**config.mk**
```make
export PLATFORM = sky130hd
export DESIGN_NAME = tenth_step_line_rasterizer
export DESIGN_NICKNAME = d
export VERILOG_FILES = /design/src/rtl/tslr_pkg.sv /design/src/rtl/tslr_front.sv /design/src/rtl/tslr_queue.sv /design/src/rtl/tslr_back.sv /design/src/rtl/tenth_step_line_rasterizer.sv
export SDC_FILE = /design/constraint.sdc
export NUM_CORES = 1
export LEC_CHECK = 0
export BUFFER_PORTS_ARGS = -buffer_cell sky130_fd_sc_hd__buf_2
export CORE_MARGIN = 5
export CORE_UTILIZATION = 35
export CTS_CLUSTER_SIZE = 30
export DETAILED_ROUTE_END_ITERATION = 8
export PLACE_DENSITY_LB_ADDON = 0.12
export SETUP_SLACK_MARGIN = 0.3
export SLEW_MARGIN = 10
export SYNTH_ARGS = -nofsm -noshare
export SYNTH_HDL_FRONTEND = slang
export SYNTH_SLANG_ARGS = --single-unit
```
**constraint.sdc**
```tcl
create_clock -name clk -period 14.6 [get_ports clk]
set_input_delay 4.38 -clock clk [delete_from_list [all_inputs] [get_ports clk]]
set_output_delay 4.38 -clock clk [all_outputs]
set_load 0.02 [all_outputs]
```
**src/rtl/tslr_pkg.sv**
```systemverilog
// ----------------------------------------------------------------------------
// tslr_pkg
// Shared types and constants for the tenth-step line rasterizer.
// ----------------------------------------------------------------------------
package tslr_pkg;

  // Field widths of the stream items
  localparam int X_W     = 9;
  localparam int Y_W     = 8;
  localparam int COLOR_W = 8;
  localparam int ADDR_W  = 16;

  // Packed stream widths (tdata filled up to whole bytes)
  localparam int IN_DATA_W  = 48;
  localparam int OUT_DATA_W = 24;

  // Frame buffer row pitch in bytes
  localparam int SCREEN_COLS = 320;

  // Default sub-steps per column and the largest supported value
  localparam int SUB_STEPS_DEF = 10;
  localparam int SUB_STEPS_MAX = 16;

  // Write count of a line: up to SUB_STEPS_MAX * 511
  localparam int SPAN_W  = $clog2(SUB_STEPS_MAX * ((1 << X_W) - 1) + 1);
  // Signed whole part of the slope
  localparam int WHOLE_W = Y_W + 2;

  // Slope divider: one quotient bit per cycle
  localparam int DIV_CNT_W = $clog2(Y_W);

  // Command queue between front and back
  localparam int QUEUE_DEPTH = 2;

  typedef enum logic [0:0] {
    OP_LOAD = 1'b0,
    OP_STEP = 1'b1
  } opcode_t;

  // Classified command as it sits in the queue
  typedef struct packed {
    opcode_t              op;
    logic                 vertical;
    logic [X_W-1:0]       col_start;
    logic [Y_W-1:0]       row_start;
    logic [SPAN_W-1:0]    span;
    logic [Y_W-1:0]       dy_mag;
    logic                 dy_neg;
    logic [COLOR_W-1:0]   color;
  } cmd_t;

  typedef struct packed {
    logic full;
    logic nonempty;
  } q_status_t;

  typedef struct packed {
    logic dividing;
    logic active;
    logic emit_last;
  } bk_status_t;

endpackage

```
**src/rtl/tslr_front.sv**
```systemverilog
// ----------------------------------------------------------------------------
// tslr_front
// Accepts stream items, orders line endpoints and sizes the walk.
// ----------------------------------------------------------------------------
module tslr_front import tslr_pkg::*; #(
  parameter int SUB_STEPS = SUB_STEPS_DEF
) (
  input  logic                 s_tvalid,
  output logic                 s_tready,
  input  logic [IN_DATA_W-1:0] s_tdata,
  input  logic                 s_tuser,
  input  q_status_t            q_stat,
  output logic                 push,
  output cmd_t                 cmd
);

  logic [X_W-1:0]     xa, xb, dx;
  logic [Y_W-1:0]     ya, yb, y_lo_x, y_hi_x, y_min, y_max;
  logic [COLOR_W-1:0] color;
  logic               vert, a_first;

  assign xa    = s_tdata[0 +: X_W];
  assign ya    = s_tdata[X_W +: Y_W];
  assign xb    = s_tdata[X_W + Y_W +: X_W];
  assign yb    = s_tdata[2*X_W + Y_W +: Y_W];
  assign color = s_tdata[2*X_W + 2*Y_W +: COLOR_W];

  assign s_tready = !q_stat.full;
  assign push     = s_tvalid && !q_stat.full;

  always_comb begin
    vert    = (xa == xb);
    a_first = (xa < xb);
    dx      = a_first ? (xb - xa) : (xa - xb);
    y_lo_x  = a_first ? ya : yb;
    y_hi_x  = a_first ? yb : ya;
    y_min   = (ya < yb) ? ya : yb;
    y_max   = (ya < yb) ? yb : ya;

    cmd.op    = opcode_t'(s_tuser);
    cmd.color = color;
    cmd.vertical = vert;
    if (vert) begin
      cmd.col_start = xa;
      cmd.row_start = y_min;
      cmd.span      = SPAN_W'(y_max - y_min);
      cmd.dy_mag    = '0;
      cmd.dy_neg    = 1'b0;
    end else begin
      cmd.col_start = a_first ? xa : xb;
      cmd.row_start = y_lo_x;
      cmd.span      = SPAN_W'(dx * SUB_STEPS);
      cmd.dy_neg    = (y_hi_x < y_lo_x);
      cmd.dy_mag    = (y_hi_x < y_lo_x) ? (y_lo_x - y_hi_x) : (y_hi_x - y_lo_x);
    end
  end

endmodule

```
**src/rtl/tslr_queue.sv**
```systemverilog
// ----------------------------------------------------------------------------
// tslr_queue
// Short command queue decoupling the front from the back.
// ----------------------------------------------------------------------------
module tslr_queue import tslr_pkg::*; (
  input  logic      clk,
  input  logic      rst,
  input  logic      push,
  input  cmd_t      cmd_in,
  input  logic      pop,
  output cmd_t      head,
  output q_status_t stat
);

  localparam int PTR_W = $clog2(QUEUE_DEPTH);
  localparam int CNT_W = $clog2(QUEUE_DEPTH + 1);

  cmd_t             entries [QUEUE_DEPTH];
  logic [PTR_W-1:0] wr_ptr, rd_ptr;
  logic [CNT_W-1:0] count;
  logic             do_pop;

  assign stat.full     = (count == CNT_W'(QUEUE_DEPTH));
  assign stat.nonempty = (count != '0);
  assign head          = entries[rd_ptr];
  assign do_pop        = pop && stat.nonempty;

  always_ff @(posedge clk) begin
    if (push) begin
      entries[wr_ptr] <= cmd_in;
    end
  end

  always_ff @(posedge clk) begin
    if (rst) begin
      wr_ptr <= '0;
      rd_ptr <= '0;
      count  <= '0;
    end else begin
      if (push) begin
        wr_ptr <= wr_ptr + 1'b1;
      end
      if (do_pop) begin
        rd_ptr <= rd_ptr + 1'b1;
      end
      if (push && !do_pop) begin
        count <= count + 1'b1;
      end else if (do_pop && !push) begin
        count <= count - 1'b1;
      end
    end
  end

endmodule

```
**src/rtl/tslr_back.sv**
```systemverilog
// ----------------------------------------------------------------------------
// tslr_back
// Runs loads (slope division for non-vertical lines) and steps (pixel writes) from the queue.
// ----------------------------------------------------------------------------
module tslr_back import tslr_pkg::*; #(
  parameter int SUB_STEPS = SUB_STEPS_DEF
) (
  input  logic                  clk,
  input  logic                  rst,
  input  cmd_t                  head,
  input  q_status_t             q_stat,
  output logic                  pop,
  output logic                  m_tvalid,
  input  logic                  m_tready,
  output logic [OUT_DATA_W-1:0] m_tdata,
  output logic                  m_tlast,
  output bk_status_t            status
);

  localparam int TENTH_W = (SUB_STEPS > 1) ? $clog2(SUB_STEPS) : 1;
  localparam logic [TENTH_W-1:0] TENTH_LAST = TENTH_W'(SUB_STEPS - 1);

  typedef enum logic [2:0] {
    ST_RUN = 3'b001,
    ST_DIV = 3'b010,
    ST_FIN = 3'b100
  } state_t;

  state_t state, state_next;

  // Line state
  logic                active, active_next;
  logic                vertical;
  logic [SPAN_W-1:0]   sub_step, sub_end;
  logic [X_W-1:0]      column;
  logic [TENTH_W-1:0]  tenths;
  logic [Y_W-1:0]      row;
  logic [SPAN_W-1:0]   row_rem;
  logic [WHOLE_W-1:0]  slope_whole;
  logic [SPAN_W-1:0]   slope_rem;
  logic [COLOR_W-1:0]  line_color;

  // Divider state
  logic [SPAN_W-1:0]    div_rem;
  logic [Y_W-1:0]       div_q;
  logic [DIV_CNT_W-1:0] div_cnt;
  logic                 div_neg;

  // Output register
  logic [ADDR_W-1:0]  out_addr;
  logic [COLOR_W-1:0] out_color;

  logic               out_free, take, is_load, emit, fin, carry, ge, r_nz;
  logic [SPAN_W:0]    rem_sum, trial;
  logic [ADDR_W-1:0]  addr;
  logic [WHOLE_W-1:0] whole_fin;
  logic [SPAN_W-1:0]  srem_fin;

  assign m_tdata = {out_color, out_addr};

  always_comb begin
    out_free = !m_tvalid || m_tready;
    take     = (state == ST_RUN) && q_stat.nonempty &&
               ((head.op == OP_LOAD) || out_free);
    is_load  = take && (head.op == OP_LOAD);
    emit     = take && (head.op == OP_STEP) && active;
    fin      = ({1'b0, sub_step} + 1'b1) >= {1'b0, sub_end};

    addr = ({{(ADDR_W - Y_W){1'b0}}, row} * ADDR_W'(SCREEN_COLS)) + ADDR_W'(column);

    rem_sum = {1'b0, row_rem} + {1'b0, slope_rem};
    carry   = rem_sum >= {1'b0, sub_end};

    // One restoring step: bring down the next dividend bit
    trial = {div_rem, div_q[Y_W-1]};
    ge    = trial >= {1'b0, sub_end};

    // Floor the quotient for a falling line
    r_nz = (div_rem != '0);
    if (div_neg) begin
      whole_fin = WHOLE_W'(0) - {{(WHOLE_W - Y_W){1'b0}}, div_q} - WHOLE_W'(r_nz);
      srem_fin  = r_nz ? (sub_end - div_rem) : '0;
    end else begin
      whole_fin = {{(WHOLE_W - Y_W){1'b0}}, div_q};
      srem_fin  = div_rem;
    end

    state_next  = state;
    active_next = active;
    case (state)
      ST_RUN: begin
        if (is_load) begin
          if (head.vertical) begin
            active_next = (head.span != '0);
          end else begin
            active_next = 1'b0;
            state_next  = ST_DIV;
          end
        end else if (emit && fin) begin
          active_next = 1'b0;
        end
      end
      ST_DIV: begin
        if (div_cnt == '0) begin
          state_next = ST_FIN;
        end
      end
      ST_FIN: begin
        active_next = 1'b1;
        state_next  = ST_RUN;
      end
      default: begin
        state_next = ST_RUN;
      end
    endcase
  end

  assign pop = take;

  assign status.dividing  = (state != ST_RUN);
  assign status.active    = active;
  assign status.emit_last = emit && fin;

  always_ff @(posedge clk) begin
    if (rst) begin
      state    <= ST_RUN;
      active   <= 1'b0;
      m_tvalid <= 1'b0;
    end else begin
      state  <= state_next;
      active <= active_next;
      if (out_free) begin
        m_tvalid <= emit;
      end
    end
  end

  always_ff @(posedge clk) begin
    if (emit) begin
      out_addr  <= addr;
      out_color <= line_color;
      m_tlast   <= fin;
    end
  end

  always_ff @(posedge clk) begin
    case (state)
      ST_RUN: begin
        if (is_load) begin
          line_color <= head.color;
          sub_step   <= '0;
          tenths     <= '0;
          row_rem    <= '0;
          vertical   <= head.vertical;
          column     <= head.col_start;
          row        <= head.row_start;
          sub_end    <= head.span;
          slope_whole <= '0;
          slope_rem   <= '0;
          div_rem    <= '0;
          div_q      <= head.dy_mag;
          div_neg    <= head.dy_neg;
          div_cnt    <= DIV_CNT_W'(Y_W - 1);
        end else if (emit) begin
          sub_step <= sub_step + 1'b1;
          if (vertical) begin
            row <= row + 1'b1;
          end else begin
            if (tenths == TENTH_LAST) begin
              tenths <= '0;
              column <= column + 1'b1;
            end else begin
              tenths <= tenths + 1'b1;
            end
            row     <= row + slope_whole[Y_W-1:0] + Y_W'(carry);
            row_rem <= carry ? SPAN_W'(rem_sum - {1'b0, sub_end}) : rem_sum[SPAN_W-1:0];
          end
        end
      end
      ST_DIV: begin
        div_rem <= ge ? SPAN_W'(trial - {1'b0, sub_end}) : trial[SPAN_W-1:0];
        div_q   <= {div_q[Y_W-2:0], ge};
        div_cnt <= div_cnt - 1'b1;
      end
      ST_FIN: begin
        slope_whole <= whole_fin;
        slope_rem   <= srem_fin;
      end
      default: begin
        div_cnt <= '0;
      end
    endcase
  end

endmodule

```
**src/rtl/tenth_step_line_rasterizer.sv**
```systemverilog
// A step item's pixel write passes through the command queue and then the
//   output register; steps run back to back at one write per cycle while the
//   output is not stalled and no load is running. A vertical line's load ends
//   when taken; other loads then run the bit-serial divider and a final state.
// Reset (rst, synchronous, active high) empties the queue and the output
//   register and leaves no line active.
// ----------------------------------------------------------------------------
// tenth_step_line_rasterizer
// Line rasterizer walking x in sub-column steps with an exact row quotient.
// ----------------------------------------------------------------------------
module tenth_step_line_rasterizer import tslr_pkg::*; #(
  parameter int SUB_STEPS = SUB_STEPS_DEF
) (
  input  logic                  clk,
  input  logic                  rst,
  input  logic                  s_tvalid,
  output logic                  s_tready,
  // x_a[8:0], y_a[16:9], x_b[25:17], y_b[33:26], color[41:34], zero pad
  input  logic [IN_DATA_W-1:0]  s_tdata,
  // opcode: 0 load a line, 1 request the next pixel write
  input  logic                  s_tuser,
  output logic                  m_tvalid,
  input  logic                  m_tready,
  // pixel_address[15:0], pixel_color[23:16]
  output logic [OUT_DATA_W-1:0] m_tdata,
  output logic                  m_tlast
);

  // Front classifies each item: endpoint order, write count, slope sign and
  // magnitude. The queue lets the back finish a slope division while new
  // items keep arriving.
  q_status_t  q_stat;
  bk_status_t bk_stat;
  cmd_t       push_cmd, head_cmd;
  logic       push, pop;

  tslr_front #(
    .SUB_STEPS (SUB_STEPS)
  ) u_front (
    .s_tvalid (s_tvalid),
    .s_tready (s_tready),
    .s_tdata  (s_tdata),
    .s_tuser  (s_tuser),
    .q_stat   (q_stat),
    .push     (push),
    .cmd      (push_cmd)
  );

  tslr_queue u_queue (
    .clk    (clk),
    .rst    (rst),
    .push   (push),
    .cmd_in (push_cmd),
    .pop    (pop),
    .head   (head_cmd),
    .stat   (q_stat)
  );

  // Back walks the line: advance column tenths, add the split slope to the
  // row and carry the remainder; drop steps that arrive with no line active.
  tslr_back #(
    .SUB_STEPS (SUB_STEPS)
  ) u_back (
    .clk      (clk),
    .rst      (rst),
    .head     (head_cmd),
    .q_stat   (q_stat),
    .pop      (pop),
    .m_tvalid (m_tvalid),
    .m_tready (m_tready),
    .m_tdata  (m_tdata),
    .m_tlast  (m_tlast),
    .status   (bk_stat)
  );

  // Out of reset: nothing to deliver and room to accept
  a_reset_clean: assert property (@(posedge clk)
    rst |=> (!m_tvalid && s_tready))
    else $error("block not idle after reset");

  // No new write appears while the slope divider runs
  a_div_quiet: assert property (@(posedge clk) disable iff (rst)
    (bk_stat.dividing && !m_tvalid) |=> !m_tvalid)
    else $error("write emitted during slope division");

  // The final write of a line ends the line
  a_last_ends: assert property (@(posedge clk) disable iff (rst)
    bk_stat.emit_last |=> !bk_stat.active)
    else $error("line still active after final write");

endmodule
```
==> flow_metrics.env, run 1 <==
export IMPL_finalCritPeriodShare=0.595
export IMPL_first_pass_iters=4
export IMPL_die_h_um=223
export IMPL_via_per_inst=4.99
export IMPL_clk_pin_slew_ps=60
export IMPL_utilization=0.398
export IMPL_yosysSeqAreaShare=0.461
export IMPL_critPathRequiredTime_ps=14890
export IMPL_holdPathStages=0
export IMPL_routabilityCongestion=0.881
export IMPL_post_cts_buffers=0
export IMPL_placed_cell_area_sq_um=17000
export IMPL_core_area_sq_um=45200
export IMPL_rows=78
export IMPL_powerDensity_nw_per_um2=243
export IMPL_drive_gt1_frac=0.120
export IMPL_synth_edf_count=238
export IMPL_drv_cap=0
export IMPL_worst_r2r_path_depth=28
export IMPL_holdPathEnd="u_back.out_color[3]"
export IMPL_r2r_start="u_back.slope_rem[0]"
export IMPL_r2r_end="u_back.row[7]"
export IMPL_track_usage=0.153
export IMPL_grt_pass1_wl_um=61300
export IMPL_clk_latency_ps=570
export IMPL_cts_tree="built"
export IMPL_wl_um=38700
export IMPL_overflow=0
export IMPL_synthCells=1495
export IMPL_ios=80
export IMPL_report_final_slew_viol_count=0
export IMPL_fillCellCount=4420
export IMPL_final_area_sq_um=18000
export IMPL_finalSetupTns_ps=0
export IMPL_drc=0
export IMPL_worst_pin_slew_ps=1080
export IMPL_avgSynthCellArea_sq_um=10.7
export IMPL_antenna_found_initial=1
export IMPL_holdWs_ps=419
export IMPL_worstPathMaxFanout=21
export IMPL_htreeDepth=1
export IMPL_rsz0062_at_grt="no"
export IMPL_syn_to_final_growth_pct=13.0
export IMPL_drtIter0Drc=579
export IMPL_rrSetupSlack_ps=7910
export IMPL_die_area_sq_um=49900
export IMPL_setup_viol=0
export IMPL_synth_cell_types=72
export IMPL_numCtsBuffers=30
export IMPL_ys_flop_type="edfxtp_1"
export IMPL_hold_start="u_back.line_color[3]"
export IMPL_cts_sinks=248
export IMPL_ant_nets=0
export IMPL_status="finished clean"
export IMPL_cts_buffer_depth=3
export IMPL_fin_crit_ps=8690
export IMPL_p_leak_uw=0.00722
export IMPL_ctsResizeCount=0
export IMPL_end_kind="register"
export IMPL_fin_skew_ps=12.0
export IMPL_worst_setup_path_start_kind="input pin"
export IMPL_io_buffers=73
export IMPL_relSlewSlack=0.279
export IMPL_place_hpwl_um=28600
export IMPL_grt_max_degree=57
export IMPL_crit_type="input pin to register"
export IMPL_worstPathArrival_ps=8970
export IMPL_finalHoldViolations=0
export IMPL_pre_cts_slack_ps=5310
export IMPL_synth_area_sq_um=15900
export IMPL_start_util=0.352
export IMPL_peakVddDrop_v=0.000172
export IMPL_ctsHoldBuffers=0
export IMPL_vias=11000
export IMPL_syn_nets=1703
export IMPL_max_freq_mhz=115
export IMPL_cts_root_buf="clkbuf_16"
export IMPL_yosysWarnings=0
export IMPL_ys_ff_latch=248
export IMPL_hp_class="register to register"
export IMPL_fin_nets=1776
export IMPL_async_reset_ff_frac=0
export IMPL_grt_pass1_vias=11000
export IMPL_die_w_um=223
export IMPL_fin_ws_ps=5910
export IMPL_wl_per_cell_um=17.6
## cells in the mapped netlist, types with 11 or more instances
cell | n | area, sq um
clkbuf_1 | 32 | 120
edfxtp_1 | 238 | 7150
nor2_1 | 112 | 420
and2_1 | 24 | 150
xor2_1 | 38 | 333
xnor2_1 | 71 | 622
inv_1 | 117 | 439
nor2b_1 | 25 | 156
nor3_1 | 33 | 165
a21o_1 | 22 | 165
a21oi_1 | 81 | 405
nand3_1 | 43 | 215
o21ai_0 | 93 | 465
mux2_2 | 31 | 349
ha_1 | 144 | 1800
nand2_1 | 106 | 398
nand2b_1 | 22 | 138
fa_1 | 11 | 220
a211oi_1 | 18 | 135
mux2i_1 | 53 | 531
nand4_1 | 14 | 87.6
and3_1 | 14 | 87.6
## sequential cells by signal, summed over array words and instances (netlist names), 2 cells and up, named ones only
name,cells
u_back.row_rem,13
u_back.column,9
u_queue.entries,98
u_back.out_addr,16
u_back.tenths,4
u_back.div_rem,13
u_back.div_cnt,3
u_back.div_q,8
u_back.sub_end,13
u_back.out_color,8
u_queue.count,2
u_back.state,3
u_back.row,8
u_back.slope_rem,13
u_back.slope_whole,8
u_back.line_color,8
u_back.sub_step,13
## layout make-up
class / count / area (sq um) / area share
inverters: 118 / 443 / 0.0246
repair buffers: 81 / 425 / 0.0236
clock inverters: 25 / 251 / 0.0140
clock buffers: 31 / 776 / 0.0431
diodes: 1 / 2.50 / 0.000139
multi-input cells: 1089 / 8000 / 0.445
well taps: 600 / 751 / 0.0417
flip-flops and latches: 248 / 7350 / 0.408
## layer usage
layer / GRT usage / share of wire / vias up
met4: 0.0362 / 0.023 / 0
met5: 0 / 0 / -
met2: 0.249 / 0.46 / 150
met1: 0.217 / 0.49 / 5168
met3: 0.0200 / 0.031 / 56
li1: - / - / 5579
## stage by stage
stage | total power (uW) | cells
after detailed placement | 3630 | 2136
after CTS | 4420 | 2192
after global routing | 4780 | 2192
after global placement | 3600 | 2136
final | 4370 | 2193
after floorplan | 3100 | 1495
## worst max path at each step
stage / end / slack [ps] / cells past startpoint / startpoint
5_1_grt: u_queue.entries[0][28] / 5550 / 24 / s_tdata[3]
2_1_floorplan: u_queue.entries[0][28] / 5900 / 23 / s_tdata[3]
4_1_cts: u_queue.entries[0][28] / 5910 / 24 / s_tdata[3]
6_report: u_queue.entries[0][28] / 5910 / 24 / s_tdata[3]
3_5_place_dp: u_queue.entries[0][28] / 5310 / 24 / s_tdata[3]
3_3_place_gp: u_queue.entries[0][28] / 5320 / 24 / s_tdata[3]
## power breakdown
part | switching (uW) | internal (uW) | total, uW
Sequential | 135 | 1160 | 1290
Clock | 308 | 458 | 767
Combinational | 1310 | 999 | 2310
Total | 1760 | 2620 | 4370
## logic make-up after synthesis
group                      count (synthesis)  synth area share
DFF                                      248             0.461
xor gates and xnor gates                 109            0.0599
buffers and inverters                    158            0.0381
adders and majority gates                155             0.127
AOI/OAI and AO/OA                        311             0.127
muxes                                     85            0.0561
and+or+nand+nor                          429             0.131
## layout by cell type, fill, tap and decap left out, types with 24 or more instances in the layout
| cell | instances |
|---|---|
| buf_2 | 73 |
| o21ai_0 | 92 |
| mux2i_1 | 53 |
| xor2_1 | 38 |
| a21oi_1 | 81 |
| ha_1 | 144 |
| edfxtp_1 | 238 |
| clkbuf_16 | 31 |
| mux2_2 | 31 |
| nand3_1 | 43 |
| nor2b_1 | 25 |
| inv_1 | 117 |
| nor3_1 | 33 |
| nand2_1 | 106 |
| xnor2_1 | 71 |
| nor2_1 | 110 |
| and2_1 | 24 |
## worst max-delay path, stage by stage
cell and delay (ps):
buf_2 110, inv_1 40, ha_1 390, a21o_1 220
a21oi_2 230, a21oi_4 140, nor2_1 210, buf_4 330
mux2_2 370, a22oi_1 220, nand2_1 90, xnor2_1 230
ha_1 320, ha_1 300, a21o_1 150, a21oi_1 210
nor2b_1 70, o21ai_0 150, nand2b_1 110, a21o_1 180
a21oi_1 180, xnor2_1 100, nand3_1 90, o211ai_1 130
(Power assumes the default switching activity.)
==> run 2: changes to the inputs <==
==> constraint.sdc (replaced) <==
create_clock -name clk -period 7 [get_ports clk]
set_input_delay 2.1 -clock clk [delete_from_list [all_inputs] [get_ports clk]]
set_output_delay 2.1 -clock clk [all_outputs]
set_load 0.02 [all_outputs]
==> run 2 against run 1 <==
Net effect:
- via count increased by 1.4%
- combinational power increased by 110%
- final cell count increased by 0.23%
- clock-buffer cell count increased by 1
==> flow_metrics.env, run 2 (synthesis gave the netlist of run 1 again) <==
export IMPL_cp_buffers_inverters=3
export IMPL_antenna_found_initial=0
export IMPL_switching_share=0.403
export IMPL_finalSetupTns_ps=0
export IMPL_drc=0
export IMPL_fin_skew_ps=17.8
export IMPL_drtIter0Drc=609
export IMPL_fin_nets=1783
export IMPL_first_pass_iters=5
export IMPL_placed_cell_area_sq_um=17000
export IMPL_wl_um=38800
export IMPL_clk_latency_ps=560
export IMPL_rsz0062_at_grt="no"
export IMPL_crit_type="input pin to register"
export IMPL_grt_pass1_wl_um=61100
export IMPL_die_h_um=223
export IMPL_worstPathMaxFanout=6
export IMPL_crit_path_max_incr_delay_ps=390
export IMPL_place_hpwl_um=29300
export IMPL_ant_nets=0
export IMPL_top_regs="u_queue.entries (98), u_back.out_addr (16)"
export IMPL_relSlewSlack=0.246
export IMPL_grt_max_degree=51
export IMPL_crit_chain="buf_2 -> inv_1 -> ha_1 -> nor2b_1 -> o21bai_4 -> a21oi_4 -> nor2_1 -> buf_4 -> mux2i_1 -> nand2_1 -> a21boi_0 -> xnor2_1 -> ha_1 -> ha_1 -> a21oi_1 -> nor2b_1 -> o21ai_0 -> nand2b_1 -> a21o_1 -> a21oi_1 -> xnor2_1 -> nand3_1 -> o211ai_1"
export IMPL_largest_register_ffs=98
export IMPL_numCtsBuffers=29
export IMPL_ctsHoldBuffers=0
export IMPL_overflow=0
export IMPL_post_cts_buffers=0
export IMPL_clk_pin_slew_ps=60
export IMPL_power_frac_clock=0.165
export IMPL_regMostFlops="u_queue.entries"
export IMPL_end_kind="register"
export IMPL_cts_root_buf="clkbuf_16"
export IMPL_cts_tree="built"
export IMPL_die_area_sq_um=49900
export IMPL_htreeDepth=1
export IMPL_via_per_inst=5.05
export IMPL_core_area_sq_um=45200
export IMPL_rows=78
export IMPL_final_common_cell="edfxtp_1"
export IMPL_power_switching_uw=3640
export IMPL_report_final_slew_viol_count=0
export IMPL_final_cell_mix="238 x edfxtp_1, 144 x ha_1, 117 x inv_1"
export IMPL_ios=80
export IMPL_fin_crit_ps=6260
export IMPL_critPathRequiredTime_ps=7290
export IMPL_worst_pin_slew_ps=1130
export IMPL_track_usage=0.152
export IMPL_path_delay_family="compound AO/OA/AOI/OAI gates"
export IMPL_io_buffers=73
export IMPL_crit_path_top_delay_cell="nor2_1"
export IMPL_grt_pass1_vias=11000
export IMPL_num_antenna_cells=0
export IMPL_powerDensity_nw_per_um2=502
export IMPL_routabilityCongestion=0.856
export IMPL_cts_sinks=248
export IMPL_wl_per_cell_um=17.6
export IMPL_seq_power_share=0.299
export IMPL_ctsResizeCount=0
export IMPL_start_util=0.352
export IMPL_vias=11100
export IMPL_cts_buffer_depth=3
export IMPL_hp_class="register to register"
export IMPL_drv_cap=0
export IMPL_finalCritPeriodShare=0.894
export IMPL_max_freq_mhz=160
export IMPL_crit_top_cell="ha_1"
export IMPL_final_area_sq_um=18000
export IMPL_p_leak_uw=0.00722
export IMPL_p_int_uw=5380
export IMPL_worstPathArrival_ps=6550
export IMPL_setup_viol=0
export IMPL_pwr_share_comb=0.536
export IMPL_status="finished clean"
export IMPL_syn_to_final_growth_pct=12.9
export IMPL_die_w_um=223
export IMPL_worst_setup_path_start_kind="input pin"
export IMPL_finalHoldViolations=0
export IMPL_drive_gt1_frac=0.123
export IMPL_peakVddDrop_v=0.000247
-- run 2: changes by cell type in the layout (fill, tap and decap cells not counted), sizes merged --
| cell | before | now |
|---|---|---|
| clkinv | 16 | 15 |
| diode | 1 | 0 |
| buf | 81 | 89 |
| clkbuf | 31 | 32 |
| inv | 120 | 119 |
| bufinv | 4 | 3 |
-- run 2: area by class of cell --
cell class	count	area (sq um)
repair buffers	89	485
clock inverters	22	215
flip-flops and latches	248	7350
well taps	600	751
inverters	118	443
fillers	4395	27200
multi-input cells	1089	8000
clock buffers	32	737
-- run 2: per-layer routing --
metal,vias to the layer above,track usage,share of wire
li1,5595,-,-
met4,0,0.0387,0.021
met3,46,0.0168,0.028
met5,-,0,0
met2,166,0.253,0.46
met1,5297,0.214,0.49
-- run 2: final timing paths --
kind,from,endpoint,slack [ps],depth (start not counted)
worst max-delay path,s_tdata[1],u_queue.entries[1][28],740,23
worst min-delay path,u_back.line_color[4],u_back.out_color[4],420,0
worst max register to register,u_back.slope_rem[0],u_back.row[7],1260,27
worst min register to register,u_back.line_color[4],u_back.out_color[4],420,0
-- run 2: stage by stage --
step	utilization	hold WS (ps)	total power, uW	worst slack (ps)	std cells
after floorplan	-	400	6460	579	1495
after global placement	0.377	405	7520	211	2144
after detailed placement	0.377	405	7570	180	2144
after CTS	0.398	419	9120	762	2198
after global routing	0.398	431	9850	427	2198
final	0.398	419	9020	740	2198
-- run 2: power groups by stage --
stage | clock network (uW) | logic (uW) | registers, uW
floorplan | 0 | 3820 | 2640
global placement | 0 | 4800 | 2720
detailed placement | 0 | 4840 | 2730
CTS | 1530 | 4880 | 2710
global route | 1600 | 5490 | 2750
finish | 1490 | 4840 | 2700
